## src/design/xtl_pkg.sv

```systemverilog
package xtl_pkg;

	typedef enum logic [3:0] {
		K_TEXT    = 4'd0,
		K_CMT     = 4'd1,
		K_CD      = 4'd2,
		K_PI      = 4'd3,
		K_DIR     = 4'd4,
		K_ETAG    = 4'd5,
		K_STAG    = 4'd6,
		K_TAGEND  = 4'd7,
		K_ANAME   = 4'd8,
		K_AVAL    = 4'd9,
		K_ERR     = 4'd10,
		K_EOF     = 4'd11
	} kind_t;

	// most results one item can cause (end of stream inside a value entity)
	localparam int unsigned BUNDLE_MAX = 4;
	localparam int unsigned QDEPTH     = 4;

	typedef struct packed {
		kind_t       kind;
		logic [7:0]  ch;
		logic        valid;
		logic        last;
	} res_t;

	typedef struct packed {
		res_t [BUNDLE_MAX-1:0] res;
		logic [2:0]            cnt;
	} bundle_t;

	localparam logic [7:0] CH_LT    = 8'h3C;
	localparam logic [7:0] CH_GT    = 8'h3E;
	localparam logic [7:0] CH_AMP   = 8'h26;
	localparam logic [7:0] CH_SEMI  = 8'h3B;
	localparam logic [7:0] CH_QM    = 8'h3F;
	localparam logic [7:0] CH_BANG  = 8'h21;
	localparam logic [7:0] CH_SLASH = 8'h2F;
	localparam logic [7:0] CH_DASH  = 8'h2D;
	localparam logic [7:0] CH_LBRK  = 8'h5B;
	localparam logic [7:0] CH_RBRK  = 8'h5D;
	localparam logic [7:0] CH_EQ    = 8'h3D;
	localparam logic [7:0] CH_DQ    = 8'h22;
	localparam logic [7:0] CH_SQ    = 8'h27;

	function automatic logic is_space(logic [7:0] c);
		return (c == 8'h20) || (c == 8'h09) || (c == 8'h0D) || (c == 8'h0A);
	endfunction

	function automatic logic is_name(logic [7:0] c);
		return (c >= 8'h61 && c <= 8'h7A) || (c >= 8'h41 && c <= 8'h5A) ||
			(c == 8'h5F) || (c == 8'h3A) || (c == 8'h2D) || (c == 8'h2E) ||
			(c >= 8'h30 && c <= 8'h39);
	endfunction

	// letters of the CDATA keyword
	function automatic logic [7:0] cdata_char(logic [2:0] i);
		logic [7:0] r;
		case (i)
			3'd0:    r = 8'h43;
			3'd1:    r = 8'h44;
			3'd2:    r = 8'h41;
			3'd3:    r = 8'h54;
			default: r = 8'h41;
		endcase
		return r;
	endfunction

	function automatic res_t mk(kind_t k, logic [7:0] ch, logic v, logic l);
		res_t r;
		r.kind  = k;
		r.ch    = ch;
		r.valid = v;
		r.last  = l;
		return r;
	endfunction

endpackage

```

## src/design/xtl_in_if.sv

```systemverilog
interface xtl_in_if;
	logic       valid;
	logic       ready;
	logic [7:0] in_byte;
	logic       end_of_stream;

	modport source (output valid, in_byte, end_of_stream, input ready);
	modport sink   (input valid, in_byte, end_of_stream, output ready);
endinterface

```

## src/design/xtl_out_if.sv

```systemverilog
interface xtl_out_if;
	logic       valid;
	logic       ready;
	logic [3:0] token_kind;
	logic [7:0] out_char;
	logic       char_valid;
	logic       token_last;
	logic       result_last;

	modport source (output valid, token_kind, out_char, char_valid, token_last, result_last,
		input ready);
	modport sink   (input valid, token_kind, out_char, char_valid, token_last, result_last,
		output ready);
endinterface

```

## src/design/xtl_front.sv

```systemverilog
module xtl_front #(
	parameter int unsigned ENTITY_NAME_MAX = 4
) (
	input  logic              clk,
	input  logic              arst_n,
	xtl_in_if.sink            items,
	input  logic              full,
	output logic              push,
	output xtl_pkg::bundle_t  push_data
);

	localparam int unsigned LW = $clog2(ENTITY_NAME_MAX + 2);
	localparam int unsigned IW = $clog2(ENTITY_NAME_MAX);
	localparam logic [LW-1:0] LEN_MAX  = LW'(ENTITY_NAME_MAX);
	localparam logic [LW-1:0] LEN_LONG = LW'(ENTITY_NAME_MAX + 1);

	typedef enum logic [4:0] {
		ST_OUT, ST_TEXT_ENT, ST_LT, ST_BANG, ST_CMT_DASH, ST_CMT, ST_CD_KEY, ST_CD,
		ST_PI, ST_DIR, ST_ETAG, ST_STAG, ST_TAG, ST_TAG_SLASH, ST_TAG_QM, ST_EQ,
		ST_VAL, ST_VAL_ENT, ST_ANAME
	} state_t;

	localparam logic [2:0] KW_MISMATCH = 3'd7;
	localparam logic [2:0] KW_DONE     = 3'd5;

	state_t        state_q, ns;
	logic [1:0]    held_q, nheld;
	logic [LW-1:0] len_q, nlen;
	logic [2:0]    kw_q, nkw;
	logic          quote_q, nquote;
	logic          open_q, nopen;
	logic [7:0]    ent_q [ENTITY_NAME_MAX];
	logic          ent_we;

	xtl_pkg::res_t [xtl_pkg::BUNDLE_MAX-1:0] res;
	logic [2:0]    n;
	logic          ent_hit;
	logic [7:0]    ent_code;
	logic          acc;
	logic [7:0]    c;

	assign c     = items.in_byte;
	assign acc   = items.valid && items.ready;
	assign items.ready = !full;

	// exact match against the five predefined entities
	always_comb begin
		ent_hit  = 1'b1;
		ent_code = xtl_pkg::CH_AMP;
		if (len_q == LW'(3) && ent_q[0] == 8'h61 && ent_q[1] == 8'h6D && ent_q[2] == 8'h70)
			ent_code = xtl_pkg::CH_AMP;
		else if (len_q == LW'(2) && ent_q[0] == 8'h6C && ent_q[1] == 8'h74)
			ent_code = xtl_pkg::CH_LT;
		else if (len_q == LW'(2) && ent_q[0] == 8'h67 && ent_q[1] == 8'h74)
			ent_code = xtl_pkg::CH_GT;
		else if (len_q == LW'(4) && ent_q[0] == 8'h61 && ent_q[1] == 8'h70 &&
				ent_q[2] == 8'h6F && ent_q[3] == 8'h73)
			ent_code = xtl_pkg::CH_SQ;
		else if (len_q == LW'(4) && ent_q[0] == 8'h71 && ent_q[1] == 8'h75 &&
				ent_q[2] == 8'h6F && ent_q[3] == 8'h74)
			ent_code = xtl_pkg::CH_DQ;
		else
			ent_hit = 1'b0;
	end

	always_comb begin
		logic          do_tag;
		xtl_pkg::kind_t nk;
		logic [7:0]    mark;
		do_tag = 1'b0;
		nk     = xtl_pkg::K_ANAME;
		mark   = xtl_pkg::CH_DASH;
		n      = 3'd0;
		res    = '0;
		ns     = state_q;
		nheld  = held_q;
		nlen   = len_q;
		nkw    = kw_q;
		nquote = quote_q;
		nopen  = open_q;
		ent_we = 1'b0;
		if (items.end_of_stream) begin
			unique case (state_q)
				ST_TEXT_ENT: begin
					if (ent_hit) begin
						res[n[1:0]] = xtl_pkg::mk(xtl_pkg::K_TEXT, ent_code, 1'b1, 1'b0); n++;
					end
					res[n[1:0]] = xtl_pkg::mk(xtl_pkg::K_TEXT, 8'd0, 1'b0, 1'b1); n++;
				end
				ST_LT, ST_BANG, ST_CMT_DASH, ST_CD_KEY, ST_TAG, ST_TAG_SLASH, ST_TAG_QM,
				ST_EQ: begin
					res[n[1:0]] = xtl_pkg::mk(xtl_pkg::K_ERR, 8'd0, 1'b0, 1'b1); n++;
				end
				ST_CMT, ST_CD: begin
					nk   = (state_q == ST_CMT) ? xtl_pkg::K_CMT : xtl_pkg::K_CD;
					mark = (state_q == ST_CMT) ? xtl_pkg::CH_DASH : xtl_pkg::CH_RBRK;
					if (held_q >= 2'd1) begin
						res[n[1:0]] = xtl_pkg::mk(nk, mark, 1'b1, 1'b0); n++;
					end
					if (held_q >= 2'd2) begin
						res[n[1:0]] = xtl_pkg::mk(nk, mark, 1'b1, 1'b0); n++;
					end
					res[n[1:0]] = xtl_pkg::mk(nk, 8'd0, 1'b0, 1'b1); n++;
				end
				ST_PI, ST_DIR, ST_ETAG, ST_STAG, ST_ANAME: begin
					case (state_q)
						ST_PI:   nk = xtl_pkg::K_PI;
						ST_DIR:  nk = xtl_pkg::K_DIR;
						ST_ETAG: nk = xtl_pkg::K_ETAG;
						ST_STAG: nk = xtl_pkg::K_STAG;
						default: nk = xtl_pkg::K_ANAME;
					endcase
					res[n[1:0]] = xtl_pkg::mk(nk, 8'd0, 1'b0, 1'b1); n++;
					res[n[1:0]] = xtl_pkg::mk(xtl_pkg::K_ERR, 8'd0, 1'b0, 1'b1); n++;
				end
				ST_VAL, ST_VAL_ENT: begin
					if (state_q == ST_VAL_ENT && ent_hit) begin
						res[n[1:0]] = xtl_pkg::mk(xtl_pkg::K_AVAL, ent_code, 1'b1, 1'b0); n++;
					end
					res[n[1:0]] = xtl_pkg::mk(xtl_pkg::K_AVAL, 8'd0, 1'b0, 1'b1); n++;
					res[n[1:0]] = xtl_pkg::mk(xtl_pkg::K_ERR, 8'd0, 1'b0, 1'b1); n++;
				end
				default: begin
					if (open_q) begin
						res[n[1:0]] = xtl_pkg::mk(xtl_pkg::K_TEXT, 8'd0, 1'b0, 1'b1); n++;
					end
				end
			endcase
			res[n[1:0]] = xtl_pkg::mk(xtl_pkg::K_EOF, 8'd0, 1'b0, 1'b1); n++;
			ns     = ST_OUT;
			nheld  = 2'd0;
			nlen   = '0;
			nkw    = 3'd0;
			nquote = 1'b0;
			nopen  = 1'b0;
		end else begin
			unique case (state_q)
				ST_TEXT_ENT, ST_VAL_ENT: begin
					if (c != xtl_pkg::CH_SEMI) begin
						if (len_q < LEN_MAX) begin
							ent_we = 1'b1;
							nlen   = len_q + LW'(1);
						end else begin
							nlen = LEN_LONG;
						end
					end else if (state_q == ST_TEXT_ENT) begin
						if (ent_hit) begin
							res[n[1:0]] = xtl_pkg::mk(xtl_pkg::K_TEXT, ent_code, 1'b1, 1'b0); n++;
						end else begin
							res[n[1:0]] = xtl_pkg::mk(xtl_pkg::K_TEXT, 8'd0, 1'b0, 1'b1); n++;
							nopen = 1'b0;
						end
						ns = ST_OUT;
					end else if (ent_hit) begin
						res[n[1:0]] = xtl_pkg::mk(xtl_pkg::K_AVAL, ent_code, 1'b1, 1'b0); n++;
						ns = ST_VAL;
					end else begin
						res[n[1:0]] = xtl_pkg::mk(xtl_pkg::K_AVAL, 8'd0, 1'b0, 1'b1); n++;
						ns = ST_TAG;
					end
				end
				ST_LT: begin
					if (c == xtl_pkg::CH_QM) ns = ST_PI;
					else if (c == xtl_pkg::CH_BANG) ns = ST_BANG;
					else if (c == xtl_pkg::CH_SLASH) ns = ST_ETAG;
					else if (xtl_pkg::is_name(c)) begin
						res[n[1:0]] = xtl_pkg::mk(xtl_pkg::K_STAG, c, 1'b1, 1'b0); n++;
						ns = ST_STAG;
					end else begin
						res[n[1:0]] = xtl_pkg::mk(xtl_pkg::K_STAG, 8'd0, 1'b0, 1'b1); n++;
						do_tag = 1'b1;
					end
				end
				ST_BANG: begin
					if (c == xtl_pkg::CH_DASH) ns = ST_CMT_DASH;
					else if (c == xtl_pkg::CH_LBRK) begin
						nkw = 3'd0;
						ns  = ST_CD_KEY;
					end else if (xtl_pkg::is_name(c)) begin
						res[n[1:0]] = xtl_pkg::mk(xtl_pkg::K_DIR, c, 1'b1, 1'b0); n++;
						ns = ST_DIR;
					end else begin
						res[n[1:0]] = xtl_pkg::mk(xtl_pkg::K_DIR, 8'd0, 1'b0, 1'b1); n++;
						do_tag = 1'b1;
					end
				end
				ST_CMT_DASH: begin
					if (c == xtl_pkg::CH_DASH) begin
						nheld = 2'd0;
						ns    = ST_CMT;
					end else begin
						res[n[1:0]] = xtl_pkg::mk(xtl_pkg::K_ERR, 8'd0, 1'b0, 1'b1); n++;
						ns = ST_OUT;
					end
				end
				ST_CMT, ST_CD: begin
					nk   = (state_q == ST_CMT) ? xtl_pkg::K_CMT : xtl_pkg::K_CD;
					mark = (state_q == ST_CMT) ? xtl_pkg::CH_DASH : xtl_pkg::CH_RBRK;
					if (c == mark) begin
						if (held_q < 2'd2) nheld = held_q + 2'd1;
						else begin
							res[n[1:0]] = xtl_pkg::mk(nk, mark, 1'b1, 1'b0); n++;
						end
					end else if (c == xtl_pkg::CH_GT && held_q == 2'd2) begin
						nheld  = 2'd0;
						res[n[1:0]] = xtl_pkg::mk(nk, 8'd0, 1'b0, 1'b1); n++;
						ns     = ST_OUT;
					end else begin
						if (held_q >= 2'd1) begin
							res[n[1:0]] = xtl_pkg::mk(nk, mark, 1'b1, 1'b0); n++;
						end
						if (held_q >= 2'd2) begin
							res[n[1:0]] = xtl_pkg::mk(nk, mark, 1'b1, 1'b0); n++;
						end
						nheld  = 2'd0;
						res[n[1:0]] = xtl_pkg::mk(nk, c, 1'b1, 1'b0); n++;
					end
				end
				ST_CD_KEY: begin
					if (xtl_pkg::is_name(c)) begin
						if (kw_q < KW_DONE && c == xtl_pkg::cdata_char(kw_q))
							nkw = kw_q + 3'd1;
						else
							nkw = KW_MISMATCH;
					end else if (kw_q == KW_DONE && c == xtl_pkg::CH_LBRK) begin
						nheld = 2'd0;
						ns    = ST_CD;
					end else begin
						res[n[1:0]] = xtl_pkg::mk(xtl_pkg::K_ERR, 8'd0, 1'b0, 1'b1); n++;
						ns = ST_OUT;
					end
				end
				ST_PI, ST_DIR, ST_ETAG, ST_STAG, ST_ANAME: begin
					case (state_q)
						ST_PI:   nk = xtl_pkg::K_PI;
						ST_DIR:  nk = xtl_pkg::K_DIR;
						ST_ETAG: nk = xtl_pkg::K_ETAG;
						ST_STAG: nk = xtl_pkg::K_STAG;
						default: nk = xtl_pkg::K_ANAME;
					endcase
					if (xtl_pkg::is_name(c)) begin
						res[n[1:0]] = xtl_pkg::mk(nk, c, 1'b1, 1'b0); n++;
					end else begin
						res[n[1:0]] = xtl_pkg::mk(nk, 8'd0, 1'b0, 1'b1); n++;
						do_tag = 1'b1;
					end
				end
				ST_TAG: do_tag = 1'b1;
				ST_TAG_SLASH, ST_TAG_QM: begin
					if (c == xtl_pkg::CH_GT) begin
						res[n[1:0]] = xtl_pkg::mk(xtl_pkg::K_TAGEND,
							(state_q == ST_TAG_SLASH) ? xtl_pkg::CH_SLASH : xtl_pkg::CH_QM,
							1'b1, 1'b1);
						n++;
						ns = ST_OUT;
					end else begin
						res[n[1:0]] = xtl_pkg::mk(xtl_pkg::K_ERR, 8'd0, 1'b0, 1'b1); n++;
						ns = ST_TAG;
					end
				end
				ST_EQ: begin
					if (xtl_pkg::is_space(c)) ns = ST_EQ;
					else if (c == xtl_pkg::CH_DQ) begin
						nquote = 1'b0;
						ns     = ST_VAL;
					end else if (c == xtl_pkg::CH_SQ) begin
						nquote = 1'b1;
						ns     = ST_VAL;
					end else begin
						res[n[1:0]] = xtl_pkg::mk(xtl_pkg::K_ERR, 8'd0, 1'b0, 1'b1); n++;
						ns = ST_TAG;
					end
				end
				ST_VAL: begin
					if (c == (quote_q ? xtl_pkg::CH_SQ : xtl_pkg::CH_DQ)) begin
						res[n[1:0]] = xtl_pkg::mk(xtl_pkg::K_AVAL, 8'd0, 1'b0, 1'b1); n++;
						ns = ST_TAG;
					end else if (c == xtl_pkg::CH_AMP) begin
						nlen = '0;
						ns   = ST_VAL_ENT;
					end else begin
						res[n[1:0]] = xtl_pkg::mk(xtl_pkg::K_AVAL, c, 1'b1, 1'b0); n++;
					end
				end
				default: begin
					ns = ST_OUT;
					if (c == xtl_pkg::CH_LT) begin
						if (open_q) begin
							res[n[1:0]] = xtl_pkg::mk(xtl_pkg::K_TEXT, 8'd0, 1'b0, 1'b1); n++;
							nopen = 1'b0;
						end
						ns = ST_LT;
					end else if (c == xtl_pkg::CH_AMP) begin
						nopen = 1'b1;
						nlen  = '0;
						ns    = ST_TEXT_ENT;
					end else begin
						res[n[1:0]] = xtl_pkg::mk(xtl_pkg::K_TEXT, c, 1'b1, 1'b0); n++;
						nopen  = 1'b1;
					end
				end
			endcase
			// handle the byte as a tag-level byte
			if (do_tag) begin
				ns = ST_TAG;
				if (xtl_pkg::is_space(c)) ns = ST_TAG;
				else if (c == xtl_pkg::CH_GT) begin
					res[n[1:0]] = xtl_pkg::mk(xtl_pkg::K_TAGEND, 8'd0, 1'b0, 1'b1); n++;
					ns = ST_OUT;
				end else if (c == xtl_pkg::CH_QM) ns = ST_TAG_QM;
				else if (c == xtl_pkg::CH_SLASH) ns = ST_TAG_SLASH;
				else if (c == xtl_pkg::CH_EQ) ns = ST_EQ;
				else if (xtl_pkg::is_name(c)) begin
					res[n[1:0]] = xtl_pkg::mk(xtl_pkg::K_ANAME, c, 1'b1, 1'b0); n++;
					ns = ST_ANAME;
				end else begin
					res[n[1:0]] = xtl_pkg::mk(xtl_pkg::K_ERR, 8'd0, 1'b0, 1'b1); n++;
				end
			end
		end
	end

	assign push          = acc && (n != 3'd0);
	assign push_data.res = res;
	assign push_data.cnt = n;

	always_ff @(posedge clk or negedge arst_n) begin
		if (!arst_n) begin
			state_q <= ST_OUT;
			held_q  <= 2'd0;
			len_q   <= '0;
			kw_q    <= 3'd0;
			quote_q <= 1'b0;
			open_q  <= 1'b0;
		end else if (acc) begin
			state_q <= ns;
			held_q  <= nheld;
			len_q   <= nlen;
			kw_q    <= nkw;
			quote_q <= nquote;
			open_q  <= nopen;
		end
	end

	always_ff @(posedge clk) begin
		if (acc && ent_we)
			ent_q[len_q[IW-1:0]] <= c;
	end

endmodule

```

## src/design/xtl_queue.sv

```systemverilog
module xtl_queue (
	input  logic             clk,
	input  logic             arst_n,
	input  logic             push,
	input  xtl_pkg::bundle_t push_data,
	output logic             full,
	input  logic             pop,
	output xtl_pkg::bundle_t pop_data,
	output logic             empty
);

	localparam int unsigned AW = $clog2(xtl_pkg::QDEPTH);

	xtl_pkg::bundle_t mem_q [xtl_pkg::QDEPTH];
	logic [AW-1:0]    wr_q, rd_q;
	logic [AW:0]      cnt_q;

	assign full     = (cnt_q == (AW+1)'(xtl_pkg::QDEPTH));
	assign empty    = (cnt_q == '0);
	assign pop_data = mem_q[rd_q];

	always_ff @(posedge clk) begin
		if (push && !full)
			mem_q[wr_q] <= push_data;
	end

	always_ff @(posedge clk or negedge arst_n) begin
		if (!arst_n) begin
			wr_q  <= '0;
			rd_q  <= '0;
			cnt_q <= '0;
		end else begin
			if (push && !full) wr_q <= wr_q + AW'(1);
			if (pop && !empty) rd_q <= rd_q + AW'(1);
			cnt_q <= cnt_q + (AW+1)'(push && !full) - (AW+1)'(pop && !empty);
		end
	end

endmodule

```

## src/design/xtl_back.sv

```systemverilog
module xtl_back (
	input  logic             clk,
	input  logic             arst_n,
	input  xtl_pkg::bundle_t head,
	input  logic             empty,
	output logic             pop,
	xtl_out_if.source        tokens
);

	logic [1:0]    idx_q;
	logic          at_last;
	xtl_pkg::res_t cur;

	assign cur     = head.res[idx_q];
	assign at_last = ({1'b0, idx_q} == head.cnt - 3'd1);

	assign tokens.valid       = !empty;
	assign tokens.token_kind  = cur.kind;
	assign tokens.out_char    = cur.ch;
	assign tokens.char_valid  = cur.valid;
	assign tokens.token_last  = cur.last;
	assign tokens.result_last = at_last;

	assign pop = tokens.valid && tokens.ready && at_last;

	// advance through the bundle, drop it after its last result
	always_ff @(posedge clk or negedge arst_n) begin
		if (!arst_n) begin
			idx_q <= 2'd0;
		end else if (tokens.valid && tokens.ready) begin
			idx_q <= at_last ? 2'd0 : idx_q + 2'd1;
		end
	end

endmodule

```

## src/design/xml_token_lexer_unit.sv

```systemverilog
// XML token lexer. Feed one byte of the stream per transaction on items, or
// a transaction with end_of_stream set to close the stream; the lexer then
// returns to its reset state. Each transaction on tokens carries one token
// character or token-closing mark, tagged with its kind; result_last marks
// the final result caused by one input byte. The front stage classifies a
// byte combinationally and packs its zero to four results into one bundle;
// a four-entry bundle queue decouples it from the back stage, which sends one
// result per cycle while ready is high. Input rate is one byte per cycle while
// the queue has room; sustained throughput is bounded by the output port at
// one result per cycle, so k results cost k transfers. Bytes that cause no
// result (spaces in a tag, entity letters, held dashes) never occupy the queue.
module xml_token_lexer_unit #(
	parameter int unsigned ENTITY_NAME_MAX = 4
) (
	input  logic      clk,
	input  logic      arst_n,
	xtl_in_if.sink    items,
	xtl_out_if.source tokens
);

	// front to queue
	logic             push;
	xtl_pkg::bundle_t push_data;
	logic             full;

	// queue to back
	logic             pop;
	xtl_pkg::bundle_t head;
	logic             empty;

	// classify each byte and update the lexer state
	xtl_front #(
		.ENTITY_NAME_MAX(ENTITY_NAME_MAX)
	) u_front (
		.clk      (clk),
		.arst_n   (arst_n),
		.items    (items),
		.full     (full),
		.push     (push),
		.push_data(push_data)
	);

	// hold result bundles so either side can stall
	xtl_queue u_queue (
		.clk      (clk),
		.arst_n   (arst_n),
		.push     (push),
		.push_data(push_data),
		.full     (full),
		.pop      (pop),
		.pop_data (head),
		.empty    (empty)
	);

	// serialize bundles into one result per transaction
	xtl_back u_back (
		.clk   (clk),
		.arst_n(arst_n),
		.head  (head),
		.empty (empty),
		.pop   (pop),
		.tokens(tokens)
	);

endmodule

```

## src/flat_wrapper.sv

```systemverilog
// flat-port wrapper written by rule: the top's interface ports become plain ports
module xml_token_lexer_unit_flat 
#(
	parameter int unsigned ENTITY_NAME_MAX = 4
)
  (clk, arst_n, items_valid, items_in_byte, items_end_of_stream, items_ready, tokens_valid, tokens_token_kind, tokens_out_char, tokens_char_valid, tokens_token_last, tokens_result_last, tokens_ready);
  xtl_in_if items_i ();
  xtl_out_if tokens_i ();
  input  logic clk;
  input  logic arst_n;
  input wire logic [$bits(items_i.valid)-1:0] items_valid;
  input wire logic [$bits(items_i.in_byte)-1:0] items_in_byte;
  input wire logic [$bits(items_i.end_of_stream)-1:0] items_end_of_stream;
  output wire logic [$bits(items_i.ready)-1:0] items_ready;
  output wire logic [$bits(tokens_i.valid)-1:0] tokens_valid;
  output wire logic [$bits(tokens_i.token_kind)-1:0] tokens_token_kind;
  output wire logic [$bits(tokens_i.out_char)-1:0] tokens_out_char;
  output wire logic [$bits(tokens_i.char_valid)-1:0] tokens_char_valid;
  output wire logic [$bits(tokens_i.token_last)-1:0] tokens_token_last;
  output wire logic [$bits(tokens_i.result_last)-1:0] tokens_result_last;
  input wire logic [$bits(tokens_i.ready)-1:0] tokens_ready;
  assign items_i.valid = items_valid;
  assign items_i.in_byte = items_in_byte;
  assign items_i.end_of_stream = items_end_of_stream;
  assign items_ready = items_i.ready;
  assign tokens_valid = tokens_i.valid;
  assign tokens_token_kind = tokens_i.token_kind;
  assign tokens_out_char = tokens_i.out_char;
  assign tokens_char_valid = tokens_i.char_valid;
  assign tokens_token_last = tokens_i.token_last;
  assign tokens_result_last = tokens_i.result_last;
  assign tokens_i.ready = tokens_ready;
  xml_token_lexer_unit #(.ENTITY_NAME_MAX(ENTITY_NAME_MAX)) u_core (.clk(clk), .arst_n(arst_n), .items(items_i), .tokens(tokens_i));
endmodule
```

## config.mk

```make
export PLATFORM = sky130hd
export DESIGN_NAME = xml_token_lexer_unit_flat
export DESIGN_NICKNAME = d
export VERILOG_FILES = /design/src/design/xtl_pkg.sv /design/src/design/xtl_in_if.sv /design/src/design/xtl_out_if.sv /design/src/design/xtl_front.sv /design/src/design/xtl_queue.sv /design/src/design/xtl_back.sv /design/src/design/xml_token_lexer_unit.sv /design/src/flat_wrapper.sv
export SDC_FILE = /design/constraint.sdc
export NUM_CORES = 1
export LEC_CHECK = 0
export ABC_AREA = 1
export BUFFER_PORTS_ARGS = -buffer_cell sky130_fd_sc_hd__buf_2
export CAP_MARGIN = 5
export CORE_UTILIZATION = 35
export CTS_BUF_LIST = sky130_fd_sc_hd__clkbuf_8
export CTS_CLUSTER_SIZE = 16
export DETAILED_ROUTE_END_ITERATION = 8
export GPL_TIMING_DRIVEN = 1
export REMOVE_ABC_BUFFERS = 1
export SETUP_SLACK_MARGIN = 0.15
export SLEW_MARGIN = 25
export SYNTH_ARGS = -nofsm -noshare
export SYNTH_HDL_FRONTEND = slang
export SYNTH_HIERARCHICAL = 1
export SYNTH_SLANG_ARGS = --single-unit
```

## constraint.sdc

```tcl
create_clock -name clk -period 8.03 [get_ports clk]
set_clock_uncertainty 0.2 [all_clocks]
set_input_delay 0.803 -clock clk [delete_from_list [all_inputs] [get_ports clk]]
set_output_delay 0.803 -clock clk [all_outputs]
set_load 0.02 [all_outputs]
```

==> summary.md, run 1 <==
| Metric | Value |
|---|---|
| Clk buf depth | `3` |
| DRT antenna net count | `0` |
| Vias in the first global route | `11.9k` |
| R2R setup slack | `2.87 ns` |
| Yosys warns | `6` |
| Prevailing post-synth register cell | `edfxtp_1` |
| CTS clk-pin slew, worst paths | `~0.060 ns` |
| Post-synthesis compound-gate area fraction | `0.103` |
| Via density per instance | `between 5 and 6` |
| Top-count cell post-synth | `nand2_1` |
| Worst-Margin Slew | `0.952 ns` |
| RR Endpoint | `u_core/u_queue/mem_q[1][12]$_DFFE_PP_` |
| Status | `finished, final reports clean` |
| Crit. End Element | `flip-flop` |
| RSZ-0062 raised after global routing | `false` |
| Die H | `roughly 210 microns` |
| WS Path Type | `reg -> reg` |
| Largest net degree at the start of global routing | `between 100 and 150` |
| Reg2Reg Depth | `23` |
| Worst hold path type | `reg -> reg` |
| Footprint of the multi-input gates | `approximately 5800 sq um` |
| Initial DRT Pass Iterations | `5` |
| Post-synth EDFFs | `~270` |
| Synthesized flop and latch total | `between 200 and 300` |
| Layout net count | `1,853` |
| Clock Latency Late Sink | `approximately 0.6 ns` |
| Slew Viols, Final | `0` |
| Final setup violating endpoints | `0` |
| Main combinational cell family by area after synthesis | `simple AND/OR/NAND/NOR gates` |
| CORE AREA | `44,200 sq um` |
| Setup TNS | `0 ns` |
| Maxcap violations | `0` |
| Reg-to-reg startpoint | `u_core/u_front/state_q[2]$_DFFE_PN0P_` |
| Mapped cell area | `15,700 sq um` |
| Mux contribution to synthesized area | `0` |
| Leak pwr | `~7.1 nW` |
| Worst Path Max Fanout | `23` |
| Area post-placement | `between 15,000 and 20,000 sq um` |
| Critical Path RT | `8.09 ns` |
| Drt initial violations | `roughly 970` |
| First-pass GRT wire length | `about 68,000 microns` |
| Final setup margin | `between 2 and 3 ns` |
| Fin crit period | `between 5 and 6 ns` |
| Layout cells sized above 1 | `0.0946` |
| Post-Synth Adder-Cell Area | `0.0228` |
| Area share of xor/xnor cells in the synthesized design | `0.00223` |
| Arrival time at the worst endpoint | `between 5 and 6 ns` |
| Synth cell types | `60` |
| Fillers | `about 4.5k` |
| Peak supply drop | `roughly 0.00017 V` |
| PortBufs | `29` |
| Hold depth | `2` |
| Total CTS buffers | `roughly 50` |
| Register Area | `just under 9000 sq um` |
| Pwr/cell area | `354 nW/um^2` |
| Wire length per cell | `18.1 microns` |
| Initial Util | `0.355` |
| HP Start | `u_core/u_front/open_q$_DFFE_PN0P_` |
| Syn Area/Cell | `8.81 sq um` |
| Number of diodes | `0` |
| TritonCTS clock tree | `yes` |
| Dpl ws | `roughly 2.6 ns` |
| Top post-synthesis cells by area | `edfxtp_1 (51%), nand2_1 (9.8%), nor2_1 (6.7%)` |
| Synth async-reset ratio | `0.0822` |
| Worst hold endpoint | `u_core/u_front/open_q$_DFFE_PN0P_` |
| I/O pins | `30` |
| Clock Root Buffer | `clkbuf_8` |
| Post-synthesis simple-gate area fraction | `0.242` |
| Register area share after synthesis | `0.551` |
| GRT Residual Overflow | `0` |
| Crit start category | `flip-flop` |
| Fin crit share | `0.643` |
| DR vias | `between 10k and 15k` |
| Area leader, netlist | `edfxtp_1` |
| Die Wd | `roughly 210 microns` |
| Synth top cells by count | `nand2_1 (411), nor2_1 (278), edfxtp_1 (268), inv_1 (193), o21ai_0 (155)` |
| Remaining DRCs | `0` |
| Headroom to the max-slew limit | `0.366` |
| Final Hold Vio Count | `0` |
| Hpwl dp | `approximately 30,000 microns` |
| Final wirelength | `~44,000 microns` |
| Antenna violations before repair | `0` |
| Cells after Synth | `1,781` |
| Fin area | `~17,000 sq um` |
| Tot GR Track Use | `0.197` |
| Row cnt | `77` |
| Num Clock Sinks | `between 200 and 300` |
| Fmax | `between 150 and 200 MHz` |
| Die area | `45,700 sq um` |
| GPL Wtd Cong | `0.943` |
| Yosys top cell area share | `0.513` |
| Layout Area Growth over Synthesis | `9.57%` |
| H-tree lvl count | `2` |
-- kinds of logic (layout without fill, tap and decap cells) --
logic type | Yosys count | in the layout
AOI/OAI and AO/OA | 297 | 297
xor gates and xnor gates | 4 | 4
adders and majority gates | 28 | 28
buffers and inverters | 281 | 349
DFF | 292 | 292
and+or+nand+nor | 879 | 879
-- state kept, by name, summed over array words and instances, names as in the netlist, 3 cells and up --
| register | count |
|---|---|
| u_core/u_front/ent_q | 32 |
| u_core/u_front/kw_q | 3 |
| u_core/u_front/len_q | 3 |
| u_core/u_front/state_q | 5 |
| u_core/u_queue/cnt_q | 3 |
| u_core/u_queue/mem_q | 236 |
-- cell usage in the layout (no fill, tap or decap), types with 3 or more instances in the layout --
master     netlist  layout
nand2_1        411     411
nor2_1         278     274
edfxtp_1       268     268
inv_1          193     206
o21ai_0        155     155
nand3_1         76      76
o21ai_1         56      56
clkbuf_8         0      50
nor3_1          41      41
a21oi_1         34      34
buf_2           21      29
ha_1            27      27
dfrtp_1         24      23
inv_2           21      21
o22ai_1         20      20
clkinv_1         1      17
nand4_1         14      14
buf_4            8      13
nor4_1          10      10
nor2_4           5       9
nor2_2           9       9
nand2_2          9       9
o211ai_1         6       6
clkinv_2         0       5
nand3_2          5       5
nand3b_1         5       5
o2111ai_1        5       5
o31ai_1          4       4
nand3_4          3       3
xor2_1           3       3
-- worst max-delay path: stages (launching register included) --
cell	delay, ns
dfrtp_1	0.48
inv_1	0.13
nor2_4	0.14
nand3_1	0.49
nand2_1	0.22
nor2_1	0.08
nand2_4	0.13
inv_2	0.07
o21ai_1	0.09
or2_1	0.16
nand2_2	0.09
inv_1	0.09
ha_1	0.14
inv_1	0.06
nor3_1	0.23
nand2_2	0.12
nand3_1	0.09
a21oi_1	0.09
nand3_1	0.12
nor2_1	0.04
nor2_1	0.16
nand2_1	0.30
nor2_4	0.62
buf_4	0.45
-- routing by layer --
| metal | GRT usage | wire length (microns) |
|---|---|---|
| met5 | 0 | 0 |
| met4 | 0.0830 | 1430 |
| met3 | 0.0293 | 2420 |
| met2 | 0.320 | 20500 |
| met1 | 0.262 | 19700 |
-- area by class of cell --
type / instances / area share
flip-flops and latches: 292 / 0.503
multi-input cells: 1208 / 0.339
inverters: 217 / 0.0478
well taps: 592 / 0.0431
clock buffers: 50 / 0.0400
repair buffers: 44 / 0.0154
clock inverters: 38 / 0.0108
-- power by group --
part           internal [mW]  total [mW]  switching, mW
logic                  0.739        2.63           1.89
clock network          0.610        1.20          0.585
registers               2.12        2.26          0.142
-- worst max-delay path by stage --
stage	from	slack (ns)	to
after global placement	items_in_byte[2]	2.65	u_core/u_queue/mem_q[1][12]$_DFFE_PP_
after CTS	u_core/u_front/state_q[2]$_DFFE_PN0P_	2.87	u_core/u_queue/mem_q[3][26]$_DFFE_PP_
after global routing	u_core/u_front/state_q[2]$_DFFE_PN0P_	2.43	u_core/u_queue/mem_q[1][20]$_DFFE_PP_
after floorplan	u_core/u_queue/rd_q[0]$_DFFE_PN0P_	1.69	u_core/u_queue/cnt_q[2]$_DFF_PN0_
final	u_core/u_front/state_q[2]$_DFFE_PN0P_	2.87	u_core/u_queue/mem_q[1][12]$_DFFE_PP_
after detailed placement	items_in_byte[0]	2.59	u_core/u_queue/mem_q[1][12]$_DFFE_PP_
-- metrics by stage --
step / utilization / total power [mW] / std cells / hold slack, ns
2_1_floorplan: - / 4.08 / 1717 / 0.241
3_3_place_gp: 0.369 / 4.90 / 2352 / 0.273
3_5_place_dp: 0.369 / 4.93 / 2352 / 0.289
4_1_cts: 0.389 / 6.15 / 2441 / 0.306
5_1_grt: 0.389 / 6.55 / 2441 / 0.335
6_report: 0.389 / 6.09 / 2441 / 0.301
-- what timing repair did --
item	CTS	global route
setup endpoints to repair	0	0
endpoints found under the hold margin	24	0
gates resized for setup	0	0
setup buffers	0	0
hold buffers	1	0
Power figures use the tool's default switching activity.
==> inputs of run 2 (changes only) <==
==> constraint.sdc (replaced) <==
create_clock -name clk -period 5.2 [get_ports clk]
set_clock_uncertainty 0.2 [all_clocks]
set_input_delay 0.52 -clock clk [delete_from_list [all_inputs] [get_ports clk]]
set_output_delay 0.52 -clock clk [all_outputs]
set_load 0.02 [all_outputs]
==> run 2 against run 1 <==
Net effect:
- clock power increased by 73%
- combinational power up 59%
- total power grew 60%
- cell area grew 1.7%
- worst setup slack worse by 2.3 ns
- cell count grew 0.45%
- clock-buffer cell count stayed put
- sequential cell count did not move
- largest power group unchanged
==> summary.md, run 2 (synthesis gave the netlist of run 1 again) <==
| Metric | Value |
|---|---|
| Dpl ws | `~0.35 ns` |
| Fin area | `17,500 sq um` |
| H-tree lvl count | `2` |
| RSZ-0062 raised after global routing | `false` |
| Max stage delay on crit path | `0.53 ns` |
| Hold slack | `~0.034 ns` |
| First-pass GRT wire length | `between 60,000 and 70,000 microns` |
| Final setup violating endpoints | `0` |
| Final setup margin | `approximately 0.6 ns` |
| Worst hold endpoint | `u_core/u_front/ent_q[3][7]$_DFFE_PP_` |
| PortBufs | `29` |
| Most used cell along the critical path | `nand2_1` |
| Fmax | `approximately 220 MHz` |
| Remaining DRCs | `0` |
| Reg with most FFs | `u_core/u_queue/mem_q` |
| Die H | `around 210 microns` |
| Slowest CP cell | `dlygate4sd3_1` |
| Largest net degree at the start of global routing | `between 100 and 150` |
| Reg2Reg Depth | `25` |
| Initial Util | `0.355` |
| Wire length per cell | `between 15 and 20 microns` |
| Initial DRT Pass Iterations | `5` |
| Hold depth | `1` |
| Die area | `roughly 46,000 sq um` |
| Fin crit period | `roughly 4.6 ns` |
| Vias in the first global route | `between 10k and 15k` |
| Num Clock Sinks | `slightly below 300` |
| Headroom to the max-slew limit | `0.334` |
| Hpwl dp | `30,600 microns` |
| Row cnt | `just under 80` |
| Status | `finished, final reports clean` |
| Layout Area Growth over Synthesis | `11.5%` |
| Crit start category | `primary input` |
| Maxcap violations | `0` |
| R2R setup slack | `approximately 0.64 ns` |
| CORE AREA | `around 44,000 sq um` |
| Total CTS buffers | `between 40 and 50` |
| Slew Viols, Final | `0` |
| Via density per instance | `between 5 and 6` |
| Area post-placement | `about 16,000 sq um` |
| Worst Path Max Fanout | `9` |
| Pwr/cell area | `between 500 and 600 nW/um^2` |
| Final Hold Vio Count | `0` |
| Drt initial violations | `approximately 1.1k` |
| Clk buf depth | `3` |
| GRT Residual Overflow | `0` |
| Worst hold path type | `in -> reg` |
| RR Endpoint | `u_core/u_queue/cnt_q[2]$_DFF_PN0_` |
| Arrival time at the worst endpoint | `around 5.0 ns` |
| DRT antenna net count | `0` |
| Setup TNS | `0 ns` |
| Leak pwr | `a little over 7 nW` |
| HP Start | `items_in_byte[7]` |
| CTS clk-pin slew, worst paths | `approximately 0.06 ns` |
| Worst-Margin Slew | `a little under 1 ns` |
| Fin crit share | `0.884` |
| Peak supply drop | `between 0.0002 and 0.00025 V` |
| Max reg flops | `roughly 240` |
| Clock Root Buffer | `clkbuf_8` |
| Layout cells sized above 1 | `0.108` |
| Clock Latency Late Sink | `about 0.63 ns` |
| Tot GR Track Use | `0.201` |
| WS Path Type | `in -> reg` |
| Commonest cells after routing, fill and taps aside | `nand2_1 (410), nor2_1 (274), edfxtp_1 (268)` |
| Die Wd | `214 microns` |
| Antenna violations before repair | `0` |
| Number of diodes | `0` |
| Critical Path RT | `between 5 and 6 ns` |
| Commonest non-fill, non-tap cell in the layout | `nand2_1` |
| Reg-to-reg startpoint | `u_core/u_front/len_q[0]$_DFFE_PN0P_` |
| I/O pins | `30` |
| Final wirelength | `between 40,000 and 50,000 microns` |
| Crit. End Element | `flip-flop` |
| Layout net count | `between 1.5k and 2k` |
| GPL Wtd Cong | `between 0.9 and 1` |
| DR vias | `around 13k` |
| TritonCTS clock tree | `yes` |
run 2: power breakdown:
group	leakage, nW	switching (mW)	internal (mW)
Clock	0.544	0.926	1.15
Combinational	3.86	2.96	1.21
Sequential	2.80	0.217	3.26
Total	7.21	4.11	5.62
run 2: how the worst max path moves through the flow:
stage	start	cells after the start	end
detailed placement	items_in_byte[3]	27	u_core/u_queue/cnt_q[2]$_DFF_PN0_
floorplan	u_core/u_queue/rd_q[0]$_DFFE_PN0P_	17	u_core/u_queue/cnt_q[2]$_DFF_PN0_
global route	items_in_byte[1]	29	u_core/u_queue/cnt_q[2]$_DFF_PN0_
global placement	items_in_byte[2]	27	u_core/u_queue/cnt_q[2]$_DFF_PN0_
CTS	u_core/u_front/len_q[0]$_DFFE_PN0P_	25	u_core/u_queue/cnt_q[2]$_DFF_PN0_
finish	items_in_byte[1]	29	u_core/u_queue/cnt_q[2]$_DFF_PN0_
run 2: cell type report:
type,instances,area (sq um)
fill,4423,26700
tap,592,741
multi-input combinational,1208,5830
clock buffer,50,688
inverter,217,821
timing repair buffer,58,450
clock inverter,35,298
sequential,292,8650
run 2: critical path, delay by kind of cell:
family	cells	cell delay [ns]
compound gates	2	0.32
fa+ha+maj	3	0.82
buf+inv	6	1.11
simple gates	18	2.19
run 2: timing repair:
action,4_1_cts,5_1_grt
hold buffers,2,0
endpoints found under the hold margin,26,0
endpoints found under the setup margin,0,139
setup buffers,0,0
resized for setup,0,2
run 2: per-stage QoR:
step                 util  cells  power, mW
floorplan               -   1717       6.29
global placement    0.372   2365       7.65
detailed placement  0.372   2365       7.69
CTS                 0.395   2452       9.80
global route        0.395   2452       10.5
finish              0.395   2452       9.72
run 2: layer usage:
metal  track usage  up-vias  wire [microns]
met3        0.0378       98            3030
met5             0        -               0
met1         0.262     5966           19000
met2         0.333      444           21200
met4        0.0756        0            1370
li1              -     6048               -
